### config.mk
export PLATFORM = sky130hd
export DESIGN_NAME = wsle_queue
export DESIGN_NICKNAME = d
export VERILOG_FILES = /design/src/sv/wsle_pkg.sv /design/src/sv/wsle_queue.sv
export SDC_FILE = /design/constraint.sdc
export NUM_CORES = 1
export LEC_CHECK = 0
export ABC_CLOCK_PERIOD_IN_PS = 5300
export CORE_ASPECT_RATIO = 0.7
export CORE_MARGIN = 5
export CORE_UTILIZATION = 28
export DETAILED_ROUTE_END_ITERATION = 7
export DONT_BUFFER_PORTS = 1
export PLACE_DENSITY = 0.51
export SETUP_SLACK_MARGIN = 0.02
export SYNTH_ARGS = -nofsm -noshare
export SYNTH_HDL_FRONTEND = slang
export SYNTH_SLANG_ARGS = --single-unit
### constraint.sdc
create_clock -name i_clk -period 5.3 [get_ports i_clk]
set_input_delay 1.59 -clock i_clk [delete_from_list [all_inputs] [get_ports i_clk]]
set_output_delay 1.59 -clock i_clk [all_outputs]
set_load 0.01 [all_outputs]
### src/sv/wsle_pkg.sv
// ----------------------------------------------------------------------------
// wsle_pkg
// Shared types and constants of the weighted species energy sampler.
// ----------------------------------------------------------------------------
package wsle_pkg;

    localparam int SPECIES     = 4;
    localparam int ENERGY_BITS = 24;
    localparam int CAP         = (SPECIES < 4) ? SPECIES : 4;
    localparam int FRAC        = 16;
    localparam int SEARCH      = 16;

    localparam logic [2:0] REG_ENTRY0 = 3'd0;
    localparam logic [2:0] REG_ENTRY1 = 3'd1;
    localparam logic [2:0] REG_ENTRY2 = 3'd2;
    localparam logic [2:0] REG_ENTRY3 = 3'd3;
    localparam logic [2:0] REG_COUNT  = 3'd4;
    localparam logic [2:0] REG_FLOOR  = 3'd5;

    typedef struct packed {
        logic [3:0][63:0] entry;
        logic [2:0]       count;
        logic [23:0]      floor_kev;
    } t_cfg;

    typedef struct packed {
        logic [1:0]  sel;
        logic        status;
        logic [23:0] lo;
        logic [23:0] hi;
        logic [15:0] uen;
    } t_job;

    typedef struct packed {
        logic [1:0]  sel;
        logic        status;
        logic [23:0] lo;
        logic [15:0] uen;
        logic [4:0]  n_lo;
        logic [4:0]  n_hi;
        logic [16:0] m_hi;
        logic [15:0] r_lo;
        logic [6:0]  k;
        logic [15:0] f;
        logic [16:0] slo;
        logic [16:0] shi;
        logic [16:0] mid;
    } t_ctx;

endpackage

### src/sv/wsle_queue.sv
// ----------------------------------------------------------------------------
// wsle_queue
// Two-entry queue between the front and the back.
// ----------------------------------------------------------------------------
module wsle_queue (
    input  logic           i_clk,
    input  logic           i_rst_n,
    input  logic           i_push,
    input  wsle_pkg::t_job i_job,
    output logic           o_full,
    input  logic           i_pop,
    output logic           o_valid,
    output wsle_pkg::t_job o_job
);

    wsle_pkg::t_job r_mem [2];
    logic           r_wp;
    logic           r_rp;
    logic [1:0]     r_cnt;
    logic           w_pop;

    assign o_full  = (r_cnt == 2'd2);
    assign o_valid = (r_cnt != 2'd0);
    assign o_job   = r_mem[r_rp];
    assign w_pop   = i_pop && o_valid;

    always_ff @(posedge i_clk) begin
        if (!i_rst_n) begin
            r_wp  <= 1'b0;
            r_rp  <= 1'b0;
            r_cnt <= 2'd0;
        end else begin
            if (i_push) begin
                r_wp <= !r_wp;
            end
            if (w_pop) begin
                r_rp <= !r_rp;
            end
            r_cnt <= r_cnt + 2'(i_push) - 2'(w_pop);
        end
    end

    always_ff @(posedge i_clk) begin
        if (i_push) begin
            r_mem[r_wp] <= i_job;
        end
    end

endmodule

Word-level counts from Yosys, hierarchy flattened
Memory sizes are Yosys's and may differ from the RTL's. A register that Yosys moved wholly into a read port is not among the register bits.
Cells that the tools add are included.
{"block": "word_totals", "reg_bits": 4, "ramBits": 134, "word_cells": 15, "memories": 1}
{"memory": "r_mem", "depth": 2, "width": 67, "read_ports": 1, "rd_clocked_by_memory_dff": 1, "wr": 1, "line_no": "wsle_queue.sv:16", "text": "wsle_pkg::t_job r_mem [2];"}
{"block": "op_classes", "n_addsub": 2, "eq_ne": 1, "muxes": 4, "reduce_logical": 4}
{"operator": "1-bit 2-to-1 mux", "count": 4}
{"operator": "2-bit by 1-bit adder with 2-bit output", "count": 1}
{"operator": "2-bit == test (second input constant)", "count": 1}
{"operator": "1-bit logical NOT", "count": 2}
{"operator": "2-bit nonzero test", "count": 1}
{"operator": "2-bit by 1-bit subtractor with 2-bit output", "count": 1}
{"operator": "1-bit logical AND", "count": 1}

Longest topological paths before layout
{"block": "depth", "word_depth": 4, "mapped_depth": 6, "mapped_depth_nobuf": 6}

Worst setup path after synthesis
Ideal clock, no wire load.
{"block": "synth_path", "path_kind": "input -> register", "startpoint": "in i_push", "endpoint": "mem r_mem[0][0] (netlist name) (enable)", "setup_ns": 0.501, "arrival_time_ns": 4.564, "slack_ns": 0.235, "cell_stages": 1, "n_path_buf": 0, "cell_sequence": "nor2b_1"}
{"block": "synth_via", "elab_chain_len": 2}
{"element": "start: declaration", "line_no": "wsle_queue.sv:8", "text": "input logic i_push,"}
{"element": "1-bit 2-to-1 mux", "line_no": "wsle_queue.sv:44", "text": "if (i_push) begin"}
{"element": "1-bit 2-to-1 mux (implied by the code)", "line_no": "wsle_queue.sv:45", "text": "r_mem[r_wp] <= i_job;"}
{"element": "end: declaration", "line_no": "wsle_queue.sv:16"}
Every way passes these cells.

==> impl_metrics.yaml <==
final_layout:
  final_nets: 318
  n_fill_cell: 1712
  area_delta_synth_final_pct: 15.9
  drive_above_1_share: 0.384
  antennaDiodeCount: 0
  stdcell_area_um2: 6020
setup_path:
  r2r-start: "r_wp"
  slowest_delay_ns: 1.01
  cp.required_ns: 3.71
  critical_path.slowest_cell: "dfxtp_4"
  cp_num_cells: 2
  crit_fanout: 62
  cp.buffers_inverters: 1
  cp_top_family: "flip-flops"
  reg2regPathDepth: 2
  endpoint: "o_job[66]"
  end_kind: "output pin"
  cp.arrival_ns: 2.15
  startpoint_type: "register"
  critical_path_class: "reg2out"
  r2r_end: "r_mem[0][12]"
  r2r_setup_slack_ns: 3.48
  path_cells: "buf_4 -> mux2_2"
sta:
  fin_skew_ns: 0.00791
  final_hold_viol_count: 0
  setup_viol: 0
  setup_tns_ns: 0
  finalCriticalPeriod_ns: 3.74
  worstMarginPinSlew_ns: 1.02
  post-route-period-util: 0.706
  maxSlewViolCount: 0
  rsz0062_at_grt: "false"
  layout_setup_ws_ns: 1.56
  fmax_mhz: 267
  slew_headroom: 0.319
yosys:
  synth_seq_cells: 139
  synthesis.nets: 304
  syn_avg_cell_area_um2: 22.5
  ys.flop_type: "edfxtp_1"
  synth.most_common_cell: "edfxtp_1"
  synth.area.top_cells: "edfxtp_1 78%, mux2_4 8.7%, mux2_2 8.0%, dfxtp_1 1.9%, buf_6 0.65%"
  synth_edf_count: 134
  synth.distinct_cells: 17
  yosysWarnings: 0
  synth_common_cells: "134 x edfxtp_1, 37 x mux2_2, 30 x mux2_4"
  async_flop_share: 0
  ys_seq_area_frac: 0.794
  yosysTopAreaCell: "edfxtp_1"
  synthCells: 231
  synth_top_area_share: 0.775
  syn_area_um2: 5190
pwr:
  peakVddDrop_uv: 167
  p_per_area_nw_per_um2: 471
  p_leak_uw: 0.00200
clock_tree:
  cts_made_buffers: 17
  clk_latency_ns: 0.41
  clock-root-buffer: "clkbuf_16"
  clockBufferDepth: 2
  post_cts_resized: 0
  postCtsSetupBuffers: 0
  htreeDepth: 4
  cts_tree: "built"
  clk_pin_slew_ns: 0.05
  ctsHoldBuffers: 0
  clock-sinks: 139
placed_design:
  dp_slack_ns: 1.92
  placed_area_um2: 5470
  io_buffers: 0
  gp_congestion: 0.659
  hpwl_um: 5990
run_status:
  status: "finished, final reports clean"
floorplanning:
  die_w_um: 173
  num_io_pins: 140
  start_util: 0.287
  core_um2: 18100
  dieArea_um2: 21400
  die_height_um: 124
  rows: 41
global_route:
  grt_pass1_wl_um: 14200
  globalRoute.totalOverflow: 0
  groute.usage.overall: 0.0910
  grt_pass1_vias: 2414
  antenna_found_initial: 0
  grt_max_degree: 68
route:
  route.final.wire_length_um: 9370
  dr.first_iter.drc_count: 132
  via_per_inst: 4.32
  vias: 2135
  dr.pass1.iters: 4
  ant_nets: 0
  wire_per_inst_um: 19.0
  drc: 0
run:
  cap_violations: 0
worst_hold_path:
  hold_path_depth: 2
  min_path_type: "reg2reg"
worst reg2reg max path, delay by kind of cell (launching register included):
family	cells	cell delay (ns)
buffers and inverters	1	0.36
AND/OR/NAND/NOR	1	0.77
flip-flops	1	0.34
cell families (layout without fill, tap and decap cells):
| logic type | after synthesis | after routing | share of synthesized area |
|---|---|---|---|
| DFF | 139 | 139 | 0.794 |
| muxes | 69 | 69 | 0.171 |
| and+or+nand+nor | 9 | 9 | 0.0104 |
| buffers and inverters | 9 | 36 | 0.0123 |
| adders and majority gates | 2 | 2 | 0.00482 |
| AOI/OAI and AO/OA | 2 | 2 | 0.00289 |
| xor gates and xnor gates | 1 | 1 | 0.00434 |
sequential cells by signal (all words and copies together) (netlist names), named ones only:
register	flops
r_rp	1
r_cnt	2
r_wp	1
r_mem	134
stage by stage:
stage / util / cells / total power [µW] / hold WS, ns
after detailed placement: 0.302 / 462 / 1780 / 0.468
after floorplan: - / 231 / 1700 / 0.452
after global routing: 0.332 / 494 / 2970 / 0.520
final: 0.332 / 494 / 2830 / 0.474
after CTS: 0.332 / 494 / 2880 / 0.477
after global placement: 0.302 / 462 / 1770 / 0.448
placed cells by master (no fill, tap or decap), drive strengths merged:
cell / instances
buf: 2
edfxtp: 134
inv: 2
ha: 2
nand2b: 1
clkinv: 3
bufinv: 1
mux2i: 2
clkbuf: 25
o21a: 2
mux2: 67
or2: 1
dfxtp: 5
nand2: 1
and2: 2
nor2b: 4
xnor3: 1
clkinvlp: 3
how the worst min path moves through the flow:
stage | endpoint | start
5_1_grt | r_rp | r_rp
6_report | register | r_rp
2_1_floorplan | register | r_rp
3_5_place_dp | register | r_rp
3_3_place_gp | register | r_rp
4_1_cts | register | r_rp
layer usage:
metal  wire, µm  GRT usage
met2       4040      0.130
met3       1330     0.0677
met1       3870      0.101
met5          0          0
met4        134     0.0427
cell type report:
class / count / area, µm² / area share
tap: 236 / 295 / 0.0491
clock buffer: 25 / 475 / 0.0790
clock inverter: 7 / 71.3 / 0.0119
inverter: 2 / 7.51 / 0.00125
sequential: 139 / 4130 / 0.686
timing repair buffer: 2 / 27.5 / 0.00457
multi-input combinational: 83 / 1010 / 0.168
report_power, final:
| part | total, µW | internal [µW] | switching (µW) |
|---|---|---|---|
| logic | 376 | 204 | 172 |
| registers | 1370 | 1280 | 85.9 |
| clock network | 1090 | 669 | 422 |
| total | 2830 | 2150 | 679 |
(Power assumes the default switching activity.)
