[src/sv/wsle_pkg.sv]
// ----------------------------------------------------------------------------
// wsle_pkg
// Shared types and constants of the weighted species energy sampler.
// ----------------------------------------------------------------------------
package wsle_pkg;

    localparam int SPECIES     = 4;
    localparam int ENERGY_BITS = 24;
    localparam int CAP         = (SPECIES < 4) ? SPECIES : 4;
    localparam int FRAC        = 16;
    localparam int SEARCH      = 16;

    localparam logic [2:0] REG_ENTRY0 = 3'd0;
    localparam logic [2:0] REG_ENTRY1 = 3'd1;
    localparam logic [2:0] REG_ENTRY2 = 3'd2;
    localparam logic [2:0] REG_ENTRY3 = 3'd3;
    localparam logic [2:0] REG_COUNT  = 3'd4;
    localparam logic [2:0] REG_FLOOR  = 3'd5;

    typedef struct packed {
        logic [3:0][63:0] entry;
        logic [2:0]       count;
        logic [23:0]      floor_kev;
    } t_cfg;

    typedef struct packed {
        logic [1:0]  sel;
        logic        status;
        logic [23:0] lo;
        logic [23:0] hi;
        logic [15:0] uen;
    } t_job;

    typedef struct packed {
        logic [1:0]  sel;
        logic        status;
        logic [23:0] lo;
        logic [15:0] uen;
        logic [4:0]  n_lo;
        logic [4:0]  n_hi;
        logic [16:0] m_hi;
        logic [15:0] r_lo;
        logic [6:0]  k;
        logic [15:0] f;
        logic [16:0] slo;
        logic [16:0] shi;
        logic [16:0] mid;
    } t_ctx;

endpackage

[src/sv/wsle_if.sv]
// ----------------------------------------------------------------------------
// wsle_if
// Valid/ready channels for the sample words and the result words.
// ----------------------------------------------------------------------------
interface wsle_in_if;
    logic        valid;
    logic        ready;
    logic [15:0] u_select;
    logic [15:0] u_energy;
    modport source (output valid, output u_select, output u_energy, input ready);
    modport sink   (input valid, input u_select, input u_energy, output ready);
endinterface


[src/sv/wsle_front.sv]
// ----------------------------------------------------------------------------
// wsle_front
// Accepts a sample word, picks the species and its energy bounds.
// ----------------------------------------------------------------------------
module wsle_front (
    input  wsle_pkg::t_cfg i_cfg,
    wsle_in_if.sink        i_in,
    input  logic           i_full,
    output logic           o_push,
    output wsle_pkg::t_job o_job
);

    logic [2:0]  w_cnt;
    logic [1:0]  w_sel;
    logic [63:0] w_ent;
    logic [23:0] w_lo;

    always_comb begin
        w_cnt = i_cfg.count;
        if (w_cnt == 3'd0) begin
            w_cnt = 3'd1;
        end
        if (w_cnt > 3'(wsle_pkg::CAP)) begin
            w_cnt = 3'(wsle_pkg::CAP);
        end
        w_sel = 2'(w_cnt - 3'd1);
        for (int i = wsle_pkg::CAP - 1; i >= 0; i--) begin
            if ((3'(i) < w_cnt) && (i_cfg.entry[i][63:48] >= i_in.u_select)) begin
                w_sel = 2'(i);
            end
        end
        w_ent = i_cfg.entry[w_sel];
        w_lo  = w_ent[47:24];
        if (w_lo < i_cfg.floor_kev) begin
            w_lo = i_cfg.floor_kev;
        end
        o_job.sel    = w_sel;
        o_job.lo     = w_lo;
        o_job.hi     = w_ent[23:0];
        o_job.uen    = i_in.u_energy;
        o_job.status = (w_lo == 24'd0);
    end

    assign i_in.ready = !i_full;
    assign o_push     = i_in.valid && !i_full;

endmodule

[src/flat_wrapper.sv]
// flat-port wrapper written by rule: the top's interface ports become plain ports
module wsle_front_flat 
  (i_cfg, i_full, o_push, o_job, i_in_valid, i_in_u_select, i_in_u_energy, i_in_ready);
  wsle_in_if i_in_i ();
  input  wsle_pkg::t_cfg i_cfg;
  input  logic i_full;
  output logic o_push;
  output wsle_pkg::t_job o_job;
  input wire logic [$bits(i_in_i.valid)-1:0] i_in_valid;
  input wire logic [$bits(i_in_i.u_select)-1:0] i_in_u_select;
  input wire logic [$bits(i_in_i.u_energy)-1:0] i_in_u_energy;
  output wire logic [$bits(i_in_i.ready)-1:0] i_in_ready;
  assign i_in_i.valid = i_in_valid;
  assign i_in_i.u_select = i_in_u_select;
  assign i_in_i.u_energy = i_in_u_energy;
  assign i_in_ready = i_in_i.ready;
  wsle_front u_core (.i_cfg(i_cfg), .i_in(i_in_i), .i_full(i_full), .o_push(o_push), .o_job(o_job));
endmodule
[config.mk]
export PLATFORM = sky130hd
export DESIGN_NAME = wsle_front_flat
export DESIGN_NICKNAME = d
export VERILOG_FILES = /design/src/sv/wsle_pkg.sv /design/src/sv/wsle_if.sv /design/src/sv/wsle_front.sv /design/src/flat_wrapper.sv
export SDC_FILE = /design/constraint.sdc
export NUM_CORES = 1
export LEC_CHECK = 0
export ABC_AREA = 1
export BUFFER_PORTS_ARGS = -buffer_cell sky130_fd_sc_hd__buf_2
export CAP_MARGIN = 5
export CORE_AREA = 2 2 150 152
export DETAILED_ROUTE_END_ITERATION = 6
export DIE_AREA = 0 0 152 154
export GPL_ROUTABILITY_DRIVEN = 0
export PLACE_DENSITY = 0.5
export SYNTH_ARGS = -nofsm -noshare
export SYNTH_HDL_FRONTEND = slang
export SYNTH_SLANG_ARGS = --single-unit
export TNS_END_PERCENT = 30
[constraint.sdc]
create_clock -name vclk -period 9.3
set_input_delay 0.465 -clock vclk [all_inputs]
set_output_delay 0.465 -clock vclk [all_outputs]
set_load 0.03 [all_outputs]
# After elaboration in Yosys (flattened, before gate mapping)
# Cells that the tools add are included.
# totals
out_inout_bits,69
ramBits,0
latch_bits,0
inputBits,317
regBits,0
wordCells,29
n_memories,0
mem_bits_ro,0
# op_classes
multipliers,0
eq_ne,0
addsub,1
n_lt_le_gt_ge,11
div,0
n_bitwise,0
shift,0
n_reduce_logical,8
n_mux,9
# op_table
cell,count
$bmux 64 s2,1
$ge 16x16->1,4
$mux 48,1
$logic_not 24->1,1
$lt 24x24->1,1
$mux 24,1
$mux 2,4
$lt 1x3->1 const A,2
$lt 2x3->1 const A,2
$mux 3,2
$logic_and 1x1->1,5
$gt 3x3->1 const B,1
$logic_not 3->1,1
$lt 2x3->1 const B,1
$sub 2x1->2 const B,1
$logic_not 1->1,1

# Longest topological paths before layout
# Gate-level depths: netlist of run 1.
# depth
word_depth,15
mapped_depth,38
ltp_nobuf,36

# Worst setup path before layout of run 1
# OpenSTA, ideal clock, no wires.
# synth_path
kind,in2out
startpoint,input i_in_u_select[11]
endpoint,output o_job[64] in the netlist's numbering
arrival_ps,4513
n_path_buf,2
path_slack_ps,4322
path_stages,27
path_cell_list,inv_1 ha_1 a21oi_1 o21ai_0 a21oi_1 nand3_2 a21oi_2 nand2_4 clkinv_4 clkbuf_1 o21ai_0 o21ai_0 inv_1 ha_1 nand2_1 nor2_1 nand4_1 nor4_1 nand2_4 buf_2 nand3_1 nand2_1 nor2_1 nand2_1 nor2_1 nand2_1 nor2_2
# synth_lines
item,line,source
"start, declared",flat_wrapper.sv:10,input wire logic [$bits(i_in_i.u_select)-1:0] i_in_u_select;
"end, declared",flat_wrapper.sv:8,output wsle_pkg::t_job o_job;

==> run_results.csv, run 1 <==
group,metric,value,unit
outcome,status,"complete, no violations",
cells_and_area,ff_latch_area,0,µm²
global_route,grt_max_degree,70,
sta,hold_slack,0.930,ns
sta,worst_pin_slew,0.684,ns
global_route,top_usage_layer,"met2",
drt,routedWlPerCell,15.3,µm
die,start_util,19.5,%
drt,drtPass1Iterations,5,
pwr,leakagePower,3.66,nW
drt,viasPerCell,4.44,
yosys,synth_adder_area_share,26.0,%
sta,slew_headroom,54.4,%
global_route,track_usage,16.4,%
critical_path,path_class,"primary input to primary output",
yosys,synth_top_family_by_area,"simple AND/OR/NAND/NOR gates",
global_route,grt_pass1_vias,5726,
cells_and_area,syn2layout_area_growth,44.5,%
sta,setup_tns,0,ns
yosys,synthXorXnorAreaFrac,0,%
yosys,synth_compound_area_share,23.8,%
sta,finalSetupViolations,0,
critical_path,crit_path_top_delay_cell,"buf_4",
critical_path,crit_fanout,69,
pwr,power.total,0.707,mW
sta,hold_viol,0,
run,maxCapViolCount,0,
die,core-area,21700,µm²
die,die_area,23400,µm²
sta,fin_crit_sh,69.1,%
placement,dp_slack,2.84,ns
placement,portBuffers,354,
global_route,grt_pass1_wl,31100,µm
global_route,grt_use_met1,20.8,%
die,die_w,152,µm
die,row_count,54,
drt,drt_iter0_drc,242,
min_path,hp-class,"primary input to primary output",
clock_network,post_cts_resized,0,
global_route,grt_antenna_before_repair,4,
pwr,peakVddDrop,0.0475,mV
drt,via_count,5960,
sta,rsz0062_at_grt,"false",
cells_and_area,n_clock_buffer,0,
critical_path,end_kind,"primary output",
critical_path,critPathMostFrequentCell,"nand2_1",
critical_path,cp.arrival,5.96,ns
global_route,met2_usage,29.7,%
critical_path,cp-start-kind,"primary input",
global_route,gr-total-overflow,0,
yosys,synth_cell_type_count,34,
global_route,grt_util_met3,2.59,%
drt,postRouteWirelength,20600,µm
sta,maxClockFrequency,156,MHz
cells_and_area,n_sequential_cell,0,
sta,drv_slew,0,
critical_path,required,8.84,ns
yosys,syn_nets,1156,
cells_and_area,nets,1466,
yosys,seq_area_frac_synth,0,%
clock_network,hold_buffers,0,
sta,period_minus_slack,6.43,ns
pwr,powerDensity,116,nW/µm²
yosys,yosysWarnings,0,
cells_and_area,drive_gt1_share,35.3,%
yosys,synthMuxAreaShare,2.60,%
yosys,yosys.area_share.simple,31.8,%
drt,route.detailed.drc,0,
die,ioPinCount,386,
sta,setup_slack,2.87,ns
yosys,syn_avg_cell_area,5.63,µm²
critical_path,max_stage_delay,0.56,ns
placement,hpwl,18100,µm
yosys,postSynthCellCount,751,
clock_network,cts_setup_buffers,0,
die,die_y,154,µm
drt,ant_nets,0,
yosys,syn_area,4230,µm²
[report_power, final]
part / total [mW] / internal, mW / leakage (nW) / switching, mW
logic: 0.707 / 0.228 / 3.66 / 0.479
registers: 0 / 0 / 0 / 0
clock network: 0.0000000432 / 0.0000000432 / 0.0000190 / 0
[cells in the mapped netlist, drive strengths merged]
| cell | count | area share, % |
|---|---|---|
| nand3 | 34 | 4.4 |
| a32oi | 24 | 5.0 |
| or2 | 1 | 0.15 |
| mux2i | 11 | 2.6 |
| nor3 | 4 | 0.71 |
| o21ai | 63 | 7.5 |
| inv | 100 | 8.9 |
| a21oi | 63 | 7.5 |
| nand4 | 4 | 0.59 |
| buf | 31 | 4.9 |
| ha | 88 | 26 |
| a211oi | 2 | 0.47 |
| nor4 | 1 | 0.15 |
| clkinv | 3 | 0.38 |
| nor2 | 79 | 7.1 |
| o22ai | 12 | 1.8 |
| nand2 | 204 | 19 |
| o21a | 4 | 0.71 |
| o21bai | 4 | 0.71 |
| o211ai | 1 | 0.18 |
| clkbuf | 18 | 1.6 |
[per-stage QoR]
step / util (%) / area [µm²] / instances
after floorplan: - / 4230 / 751
after global placement: 28.1 / 6100 / 1339
after detailed placement: 28.1 / 6100 / 1339
after CTS: 28.1 / 6100 / 1339
after global routing: 28.2 / 6110 / 1341
final: 28.2 / 6110 / 1342
[worst max-delay path, delay by kind of cell]
family / cells / cell delay (ns)
and+or+nand+nor: 18 / 2.81
buffers and inverters: 6 / 1.40
AOI/OAI and AO/OA: 5 / 0.80
adders and majority gates: 2 / 0.42
[cells in the final DEF, fill, tap and decap left out, drive strengths merged]
cell	count
nor4	1
nand2	204
buf	357
o22ai	12
o21a	4
nand3	34
mux2i	11
o21ai	63
nor3	4
ha	88
a32oi	24
a21oi	63
clkinv	3
nand4	4
diode	3
o21bai	4
or2	1
inv	100
a211oi	2
o211ai	1
nor2	79
[logic make-up (layout without fill, tap and decap cells)]
family                   Yosys count  count (layout)
AND/OR/NAND/NOR                  327             327
multiplexers                      11              11
AO/OA/AOI/OAI                    173             173
adder cells (fa/ha/maj)           88              88
buffers and inverters            152             460
other                              0               3
[path summary, 6_finish.rpt]
kind / startpoint / cells after the start / slack (ns) / endpoint
setup / recovery: i_in_u_select[15] / 31 / 2.87 / o_job[64]
hold / removal: i_in_u_energy[7] / 0 / 0.93 / o_job[7]
[layer usage]
layer	routed length, µm	vias up
met5	11	-
met4	316	2
met3	1270	18
met2	10100	225
met1	8840	2596
li1	-	3119
[area by class of cell]
| class | instances | area [µm²] |
|---|---|---|
| well taps | 280 | 350 |
| multi-input cells | 599 | 3570 |
| diodes | 3 | 7.51 |
| fillers | 2544 | 15600 |
| inverters | 103 | 392 |
| repair buffers | 357 | 1790 |
No activity file was read; power rests on OpenSTA's default activity.
==> run 2, diff against run 1 <==
- ABC_AREA: 1 -> 0
- CORE_AREA: 2 2 150 152 -> 2 2 151 153
- DIE_AREA: 0 0 152 154 -> 0 0 153 155
- clock period: 9.3 -> 6.25 ns (I/O delays scaled with it)
==> run_results.csv, run 2 <==
group,metric,value,unit
cells_and_area,n_clock_buffer,0,
drt,route.detailed.drc,0,
die,die_y,155,µm
cells_and_area,mostFrequentLayoutCells,"buf_2, nand2_1, ha_1",
cells_and_area,nets,1388,
critical_path,cp.arrival,5.35,ns
critical_path,end_kind,"primary output",
min_path,min_path_cells,0,
global_route,grt_pass1_wl,32600,µm
sta,hold_viol,0,
global_route,track_usage,17.1,%
pwr,powerDensity,169,nW/µm²
cells_and_area,fillers,2572,
die,die_area,23700,µm²
global_route,grt_max_degree,50,
cells_and_area,drive_gt1_share,39.9,%
cells_and_area,ff_latch_area,0,µm²
yosys,synth_cell_type_count,61,
cells_and_area,instances_no_fill,1269,
min_path,min-delay-start,"i_in_u_energy[4]",
placement,hpwl,19400,µm
sta,hold_slack,0.625,ns
drt,ant_nets,0,
cells_and_area,n_sequential_cell,0,
drt,drtPass1Iterations,4,
sta,fin_crit_sh,90.6,%
die,die_w,153,µm
sta,drv_slew,0,
cells_and_area,fin_area,6320,µm²
pwr,p_int,0.371,mW
critical_path,crit_buf_inv,5,
critical_path,path_cells,"buf_2 -> ha_1 -> nand2b_1 -> a2111oi_1 -> o21ai_1 -> a41oi_2 -> o31a_1 -> o21ai_4 -> inv_2 -> buf_4 -> mux2i_1 -> ha_1 -> a21oi_1 -> nor2b_1 -> o21ai_0 -> nand2b_1 -> a21oi_1 -> nand2_1 -> a21oi_1 -> nand2_2 -> buf_4 -> o21ai_0 -> buf_2",
sta,finalSetupViolations,0,
pwr,leakagePower,3.60,nW
critical_path,cp-start-kind,"primary input",
yosys,synth_area_leaders,"ha_1, nand2_1, mux2i_1",
yosys,seq_area_frac_synth,0,%
min_path,hp-class,"primary input to primary output",
die,start_util,19.4,%
pwr,power.switching,0.696,mW
critical_path,required,5.94,ns
global_route,gr-total-overflow,0,
cells_and_area,finalCoreUtilization,28.4,%
pwr,power_frac_seq,0,%
sta,slew_headroom,52.9,%
die,ioPinCount,386,
min_path,hold_end,"o_job[4]",
pwr,peakVddDrop,0.106,mV
yosys,syn_area,4320,µm²
critical_path,cp_top_family,"compound AO/OA/AOI/OAI gates",
sta,setup_tns,0,ns
placement,portBuffers,354,
critical_path,crit_fanout,26,
sta,maxClockFrequency,177,MHz
yosys,synth_top_area_cell,"ha_1",
outcome,status,"complete, no violations",
yosys,synth_top_area_share,25.5,%
global_route,grt_pass1_vias,6011,
drt,routedWlPerCell,17.1,µm
drt,via_count,6032,
critical_path,crit_path_top_delay_cell,"a2111oi_1",
sta,rsz0062_at_grt,"false",
die,row_count,55,
cells_and_area,multi_input_comb_area,3860,µm²
critical_path,critPathMostFrequentCell,"a21oi_1",
die,core-area,22200,µm²
pwr,p_clk_share,0,%
critical_path,max_stage_delay,0.48,ns
cells_and_area,final_common_cell,"buf_2",
placement,dp_slack,0.339,ns
pwr,combPwrFrac,100.0,%
clock_network,hold_buffers,0,
run,maxCapViolCount,0,
yosys,synth_most_common_cell,"nand2_1",
sta,setup_slack,0.589,ns
placement,dp_cells,1265,
global_route,grt_antenna_before_repair,4,
yosys,postSynthCellCount,659,
pwr,switching_share,65.2,%
sta,period_minus_slack,5.66,ns
drt,postRouteWirelength,21700,µm
critical_path,path_class,"primary input to primary output",
drt,viasPerCell,4.75,
yosys,syn_nets,1064,
placement,dpl_cell_area,6270,µm²
yosys,yosysWarnings,0,
yosys,ys_top_cells_by_count,"nand2_1, ha_1, inv_1, o21ai_0, a21oi_1",
yosys,syn_avg_cell_area,6.56,µm²
sta,worst_pin_slew,0.706,ns
pwr,power.total,1.07,mW
drt,drt_iter0_drc,231,
cells_and_area,syn2layout_area_growth,46.1,%
## run 2: power by group through the flow
| stage | registers [mW] | logic [mW] | clock network, mW |
|---|---|---|---|
| 2_1_floorplan | 0 | 0.718 | 0 |
| 3_3_place_gp | 0 | 1.06 | 0 |
| 3_5_place_dp | 0 | 1.06 | 0 |
| 4_1_cts | 0 | 1.07 | 0 |
| 5_1_grt | 0 | 1.17 | 0.0000000214 |
| 6_report | 0 | 1.07 | 0.0000000644 |
## run 2: final cells by class
cell class	count	share of cell area, %
Antenna cell	3	0.119
Timing Repair Buffer	368	29.8
Tap cell	285	5.65
Inverter	57	3.39
Multi-Input combinational cell	556	61.1
## run 2: repair_timing
action | in CTS | in global routing
endpoints found under the setup margin | 0 | 21
resized for setup | 0 | 7
buffers inserted | 0 | 1
## run 2: how the worst max path moves through the flow
| stage | endpoint | depth (start not counted) | slack (ns) | start |
|---|---|---|---|---|
| 2_1_floorplan | o_job[41] | 21 | 1.18 | i_cfg[24] |
| 3_3_place_gp | o_job[46] | 23 | 0.25 | i_in_u_select[0] |
| 3_5_place_dp | o_job[46] | 24 | 0.34 | i_in_u_select[2] |
| 4_1_cts | o_job[44] | 24 | 0.31 | i_in_u_select[1] |
| 5_1_grt | o_job[45] | 23 | 0.07 | i_in_u_select[0] |
| 6_report | o_job[53] | 23 | 0.59 | i_in_u_select[0] |
## run 2: cell families (layout without fill, tap and decap cells)
family                     Yosys count  count (layout)  synth area share, %
and+or+nand+nor                    263             263                 28.3
AOI/OAI and AO/OA                  180             180                 29.0
buffers and inverters              103             425                 11.4
adders and majority gates           88              88                 25.5
muxes                               25              25                 5.88
other                                0               3                    0
## run 2: metal layers
metal,part of all wire (%),vias up,global-route usage [%]
met5,0.12,-,0
met4,1.6,4,2.25
met3,6.1,28,2.42
met2,50,260,31.7
met1,42,2694,21.4
li1,-,3046,-
==> run 3, diff against run 2 <==
- CAP_MARGIN: 5 -> default
- PLACE_DENSITY: 0.5 -> default
- PLACE_DENSITY_LB_ADDON: default -> 0.1
==> run_results.csv, run 3 (synthesis results as in run 2) <==
group,metric,value,unit
die,row_count,55,
drt,postRouteWirelength,21900,µm
cells_and_area,nets,1388,
critical_path,end_kind,"primary output",
cells_and_area,mostFrequentLayoutCells,"buf_2, nand2_1, ha_1",
sta,rsz0062_at_grt,"false",
global_route,grt_max_degree,50,
cells_and_area,syn2layout_area_growth,46.3,%
critical_path,max_stage_delay,0.48,ns
critical_path,cp_top_family,"compound AO/OA/AOI/OAI gates",
pwr,p_int,0.374,mW
pwr,combPwrFrac,100.0,%
run,maxCapViolCount,0,
die,ioPinCount,386,
die,die_y,155,µm
placement,portBuffers,354,
die,die_area,23700,µm²
clock_network,hold_buffers,0,
critical_path,required,5.94,ns
sta,hold_viol,0,
cells_and_area,n_clock_buffer,0,
sta,period_minus_slack,5.84,ns
sta,drv_slew,0,
global_route,track_usage,17.2,%
pwr,power_frac_seq,0,%
pwr,leakagePower,3.61,nW
pwr,p_clk_share,0,%
sta,slew_headroom,57.4,%
cells_and_area,ff_latch_area,0,µm²
outcome,status,"complete, no violations",
drt,viasPerCell,4.64,
critical_path,crit_buf_inv,4,
die,die_w,153,µm
pwr,switching_share,64.7,%
global_route,grt_pass1_vias,6011,
pwr,peakVddDrop,0.0723,mV
sta,setup_tns,0,ns
global_route,gr-total-overflow,0,
drt,route.detailed.drc,0,
critical_path,crit_path_top_delay_cell,"a2111oi_0",
placement,hpwl,19200,µm
critical_path,path_cells,"buf_2 -> ha_1 -> nand2b_1 -> a2111oi_0 -> o21ai_1 -> a41oi_2 -> o31a_1 -> o21ai_4 -> buf_12 -> a221oi_1 -> nor2_1 -> ha_1 -> a21o_1 -> a21o_1 -> a21oi_1 -> nor2b_1 -> o21ai_0 -> nand2_1 -> a21oi_1 -> nand2_2 -> buf_4 -> o21ai_0 -> buf_2",
drt,drtPass1Iterations,4,
placement,dp_cells,1266,
cells_and_area,fillers,2586,
sta,worst_pin_slew,0.640,ns
pwr,power.switching,0.686,mW
critical_path,crit_fanout,41,
cells_and_area,n_sequential_cell,0,
drt,via_count,5913,
critical_path,cp-start-kind,"primary input",
sta,maxClockFrequency,171,MHz
global_route,grt_pass1_wl,32700,µm
die,start_util,19.4,%
global_route,grt_antenna_before_repair,5,
critical_path,path_class,"primary input to primary output",
cells_and_area,final_common_cell,"buf_2",
min_path,hp-class,"primary input to primary output",
pwr,powerDensity,168,nW/µm²
drt,drt_iter0_drc,185,
sta,finalSetupViolations,0,
die,core-area,22200,µm²
drt,routedWlPerCell,17.2,µm
cells_and_area,instances_no_fill,1273,
critical_path,cp.arrival,5.52,ns
drt,ant_nets,0,
sta,fin_crit_sh,93.4,%
cells_and_area,drive_gt1_share,39.6,%
==> run 3: cell count changes in the layout (fill, tap and decap cells not counted) <==
cell / delta
nor3_1: +2
o31ai_4: -1
a221oi_2: -1
a221oi_1: +1
buf_4: -1
buf_12: +2
a2111oi_1: -1
diode_2: +4
nor3_2: -2
o31ai_2: +1
inv_2: -1
clkinv_2: +1
buf_6: -1
a2111oi_0: +1
==> run 3: cell type report <==
cell class         instances  area [µm²]  share of cell area (%)
repair buffers           368        1900                    30.1
multi-input cells        556        3830                    60.6
diodes                     7        17.5                   0.277
inverters                 57         215                    3.40
well taps                285         357                    5.64
==> run 3: metal layers <==
| layer | wire (µm) | track usage, % | vias to the layer above |
|---|---|---|---|
| met1 | 8980 | 20.8 | 2613 |
| met5 | 0 | 0 | - |
| met4 | 408 | 3.44 | 0 |
| met2 | 11000 | 32.1 | 220 |
| li1 | - | - | 3054 |
| met3 | 1460 | 3.06 | 26 |
==> run 3: power by group through the flow <==
stage,combinational [mW],sequential (mW),clock (mW)
CTS,1.07,0,0
finish,1.06,0,0.000000150
global route,1.17,0,0.0000000857
floorplan,0.718,0,0
global placement,1.07,0,0
detailed placement,1.07,0,0
==> run 3: what timing repair did <==
| item | in CTS | in global routing |
|---|---|---|
| gates resized for setup | 0 | 2 |
| endpoints found under the hold margin | 0 | 0 |
| setup buffers | 0 | 0 |
| endpoints found under the setup margin | 0 | 18 |
==> run 3: metrics by stage <==
stage	hold slack [ns]	utilization (%)	total power [mW]	instance area [µm²]	setup WS, ns
6_report	0.625	28.4	1.06	6320	0.413
5_1_grt	0.625	28.4	1.17	6310	0.0722
4_1_cts	0.625	28.3	1.07	6300	0.219
3_5_place_dp	0.625	28.3	1.07	6300	0.269
3_3_place_gp	0.625	28.3	1.07	6300	0.210
2_1_floorplan	0.735	-	0.718	4320	1.18
==> run 3: path summary, 6_finish.rpt <==
path              from         to  slack (ns)  cells after the start
max   i_in_u_select[0]  o_job[52]        0.41                     23
min   i_in_u_energy[9]   o_job[9]        0.63                      0
